[src/hw/rtl/tilt_pkg.sv]
// ----------------------------------------------------------------------------
// tilt_pkg
// Shared types and constants for the accelerometer tilt angle core.
// ----------------------------------------------------------------------------
`timescale 1ns / 1ps

package tilt_pkg;

    localparam int ATAN_COUNT = 32;

    // round(atan(2^-i) * 2^30)
    localparam logic signed [31:0] ATAN_Q30 [0:ATAN_COUNT-1] = '{
        32'sd843314857, 32'sd497837830, 32'sd263043837, 32'sd133525159, 32'sd67021687,
        32'sd33543516, 32'sd16775851, 32'sd8388437, 32'sd4194283, 32'sd2097149,
        32'sd1048576, 32'sd524288, 32'sd262144, 32'sd131072, 32'sd65536, 32'sd32768,
        32'sd16384, 32'sd8192, 32'sd4096, 32'sd2048, 32'sd1024, 32'sd512, 32'sd256,
        32'sd128, 32'sd64, 32'sd32, 32'sd16, 32'sd8, 32'sd4, 32'sd2, 32'sd1, 32'sd0
    };

    localparam logic [1:0] FUNC_TILT_Z  = 2'd0;
    localparam logic [1:0] FUNC_ANGLE_X = 2'd1;
    localparam logic [1:0] FUNC_ANGLE_Y = 2'd2;
    localparam logic [1:0] FUNC_SCALE_X = 2'd3;

    // Per-word side data carried down the pipe.
    typedef struct packed {
        logic [1:0]         func;
        logic               neg;
        logic signed [11:0] scale;
    } meta_t;

    // Square root cell word.
    typedef struct packed {
        logic [31:0] src;
        logic [34:0] rem;
        logic [31:0] root;
        logic [16:0] plain;
        meta_t       meta;
    } sq_t;

    // CORDIC cell word.
    typedef struct packed {
        logic signed [35:0] x;
        logic signed [35:0] y;
        logic signed [31:0] z;
        logic               num_zero;
        logic               den_zero;
        meta_t              meta;
    } cord_t;

endpackage

[src/hw/rtl/tilt_sqrt_cell.sv]
// ----------------------------------------------------------------------------
// tilt_sqrt_cell
// One bit of a restoring integer square root: takes two radicand bits.
// ----------------------------------------------------------------------------
`timescale 1ns / 1ps

module tilt_sqrt_cell
    import tilt_pkg::*;
(
    input  logic clk,
    input  logic rst_n,
    input  logic en,
    input  logic in_v,
    input  sq_t  in_d,
    output logic out_v,
    output sq_t  out_d
);

    logic        v_reg;
    sq_t         d_reg;
    sq_t         d_next;
    logic [34:0] rem_sh;
    logic [34:0] trial;
    logic        ge;

    always_comb
    begin
        rem_sh = {in_d.rem[32:0], in_d.src[31:30]};
        trial  = {1'b0, in_d.root, 2'b01};
        ge     = (rem_sh >= trial);
        d_next       = in_d;
        d_next.src   = {in_d.src[29:0], 2'b00};
        d_next.rem   = ge ? (rem_sh - trial) : rem_sh;
        d_next.root  = {in_d.root[30:0], ge};
    end

    always_ff @(posedge clk or negedge rst_n)
    begin
        if (!rst_n)
        begin
            v_reg <= 1'b0;
        end
        else if (en)
        begin
            v_reg <= in_v;
        end
    end

    always_ff @(posedge clk)
    begin
        if (en)
        begin
            d_reg <= d_next;
        end
    end

    assign out_v = v_reg;
    assign out_d = d_reg;

endmodule

[config.mk]
export PLATFORM = sky130hd
export DESIGN_NAME = tilt_sqrt_cell
export DESIGN_NICKNAME = d
export VERILOG_FILES = /design/src/hw/rtl/tilt_pkg.sv /design/src/hw/rtl/tilt_sqrt_cell.sv
export SDC_FILE = /design/constraint.sdc
export NUM_CORES = 1
export LEC_CHECK = 0
export BUFFER_PORTS_ARGS = -buffer_cell sky130_fd_sc_hd__buf_2
export CAP_MARGIN = 20
export CORE_AREA = 8 8 117 146
export DETAILED_ROUTE_END_ITERATION = 8
export DIE_AREA = 0 0 125 154
export PLACE_DENSITY = 0.83
export SKIP_LAST_GASP = 1
export SLEW_MARGIN = 5
export SYNTH_ARGS = -nofsm -noshare
export SYNTH_HDL_FRONTEND = slang
export SYNTH_SLANG_ARGS = --single-unit
[constraint.sdc]
create_clock -name clk -period 0.8 [get_ports clk]
set_input_delay 0.08 -clock clk [delete_from_list [all_inputs] [get_ports clk]]
set_output_delay 0.08 -clock clk [all_outputs]
set_load 0.05 [all_outputs]
==> results.ini <==
[route]
final_antenna_net_count = 0
post_drt_wl_per_cell_um = 23.5
dr.first_iter.drc_count = 545
post-route-drc-count = 0
drt-vias-per-instance = 5.33
total_wirelength_of_the_detailed_routed_design_um = 28900
vias = 6551
drt-pass1-iter-count = 7

[synth]
synth_adder_area_share_pct = 6.69
synth_async_sr_flop_share_pct = 0.769
syn_area_per_cell_um2 = 12.7
yosys_warnings = 0
dominantRegCellSynth = edfxtp_1
synthMuxAreaShare_pct = 2.65
synth_cell_types = 61
largest_family_of_logic_cells_by_synthesized_area = compound AO/OA/AOI/OAI gates
xor_and_xnor_area_share_after_synthesis_pct = 4.27
sequential_element_share_of_the_synthesized_area_pct = 61.3
synth_simple_gate_area_share_pct = 8.24
synth_seq_cells = 130
number_of_synthesized_flops_with_an_enable_pin = 129
syn_area_um2 = 6360
post_synth_inst_count = 501
synth-compound-area-share_pct = 12.7

[pwr]
leakage_uw = 0.00538
p_per_area_nw_per_um2 = 2100
peakVddDrop_mv = 1.29

[sta]
finalSetupViolCount = 167
hold-worst-slack_ps = -29.5
final.period_utilization_pct = 286
layout_min_cycle_time_ps = 2280
final_hold_viol_count = 2
max_freq_mhz = 438
maxSlewViolCount = 0
fin_skew_ps = 0
timing.setup.tns_ps = -84610
postLayoutSetupSlackWorst_ps = -1480
rsz0062_at_grt = yes

[layout]
num-fill-cells = 689
final_util_pct = 84.2
multi_input_area_um2 = 2900
nets = 1201
final_cell_mix = buf_6, buf_4, edfxtp_1, buf_2, dlygate4sd3_1
drive_gt1_share_pct = 56.3
flow.area_growth_from_synthesis_pct = 95.3
storage_cell_area_um2 = 3900
post-route-cell-area_um2 = 12400
layout_commonest_cell = buf_6

[critical_path]
timing.critical_path.arrival_ps = 2460
crit_path_max_fanout = 6
reg2reg_slack_ps = -130
worst_setup_path_end_kind = flip-flop
cp-start-kind = input pin
criticalPathCategory = in -> reg
cp.required_ps = 980
rr_worst_depth = 2

[flow_run]
reported_max_cap_violation_count = 0

[floorplan]
fp.dieArea_um2 = 19300
die_y_um = 154
ioPinCount = 267
placementRows = 50
floorplan.initialDensity_pct = 43.1
core_area_um2 = 14800
floorplan.die.width_um = 125

[outcome]
status = finished with violations
failed_checks = negative hold slack, negative setup slack

[clocking]
clock-root-buffer = clkbuf_16
cts_sinks = 130
tritoncts = yes
worstSkewPairLatency_ps = 430
clk_pin_slew_worst_paths_ps = 70
inserted_clock_buffers = 17
cts_max_level = 4
cts_max_path_buffers = 2

[global_route]
first_global_vias = 6917
grt.overflow.total = 0
grt_start_max_net_pins = 24
track_usage_pct = 27.4
first_pass_grt_wire_length_um = 40000
number_of_antenna_violations_at_the_first_check_in_global_routing = 3

[place]
numPortBuffers = 262
post-dp-hpwl_um = 17500
pre_cts_slack_ps = -1840
place_congestion = 0.943
dpl-instance-area_um2 = 9180

[min_path]
worst_hold_path.num_cells = 2
hold_path.class = in -> reg

synth_stat cells, types with 3 or more instances:
master      n  share of area (%)
o21ai_0    20                1.6
inv_1      46                2.7
o21bai_1    3               0.35
nor2b_1     4               0.39
xnor2_1    21                2.9
a21oi_1    46                3.6
mux2i_1     3               0.47
nor4_1      3               0.30
o21a_1      3               0.35
nor2_1     45                2.7
xor2_1     10                1.4
nand2_1    20                1.2
o211ai_1    5               0.59
nand4_1     9               0.88
nor3_1     10               0.79
a31oi_1     3               0.30
or3_1       4               0.39
a311oi_1    3               0.41
mux2_1      4               0.71
o31a_1      3               0.41
ha_1       34                6.7
a21oi_2     4               0.55
edfxtp_1  129                 61
mux2_2      7                1.2
and3_1      5               0.49
a211oi_1    3               0.35
buf_4       5               0.59
a21o_1      8               0.94
buf_2       4               0.31
critical path, cell delays in order:
cell and delay, ps:
buf_8 80, inv_4 30, ha_4 270, nand4_1 210, nand2b_4 210, or3_4 340
a211oi_4 280, o31ai_4 110, o21ai_4 180, buf_12 150, buf_12 130, buf_12 100
mux2_4 290
registers in the layout, summed over array words and instances, names as in the netlist:
signal  cells
out_d     129
out_v       1
report_power, final:
group          total (uW)  internal [uW]  switching (uW)
registers            8750           8360             393
logic                9320           4040            5280
clock network        8020           4680            3330
routing by layer:
layer  vias up  wire length (um)  global-route usage, %
met2       380             15200                   49.8
li1       2934                 -                      -
met5         -                27                      0
met1      3137              9880                   27.6
met3        96              2570                   9.31
met4         4              1170                   12.4
layout make-up:
type                       count  share of cell area, %
clock inverter                15                   1.39
antenna                        1                 0.0201
tap                          182                   1.83
inverter                      46                   1.55
sequential                   130                   31.4
multi-input combinational    313                   23.4
clock buffer                  17                   3.42
timing repair buffer         524                   37.0
through the flow:
step | cells | power (uW)
global route | 1228 | 26800
detailed placement | 1068 | 15600
floorplan | 502 | 13200
CTS | 1211 | 25300
finish | 1228 | 26100
global placement | 1068 | 15500
worst paths after layout:
| path | startpoint | to |
|---|---|---|
| setup / recovery | in_d[56] | out_d[77] |
| hold / removal | in_d[94] | out_d[96] |
| setup reg to reg | out_v | out_v |
| hold reg to reg | out_v | out_v |
| max in group asynchronous | rst_n | out_v |
| min in group asynchronous | rst_n | out_v |
logic make-up after synthesis:
kind of cell	count (synthesis)
other	1
XOR/XNOR	31
flip-flops	130
AO/OA/AOI/OAI	121
buffers and inverters	59
multiplexers	15
AND/OR/NAND/NOR	110
adder cells (fa/ha/maj)	34
repair_timing:
| action | in CTS | in global routing |
|---|---|---|
| hold buffers | 100 | 1 |
| setup buffers | 9 | 18 |
| cloned | 2 | 1 |
| endpoints found under the setup margin | 166 | 167 |
| gates resized for setup | 305 | 91 |
| pin swaps | 3 | 20 |
| hold endpoints to repair | 104 | 2 |
Note: power is estimated with default switching activity, not from simulation.
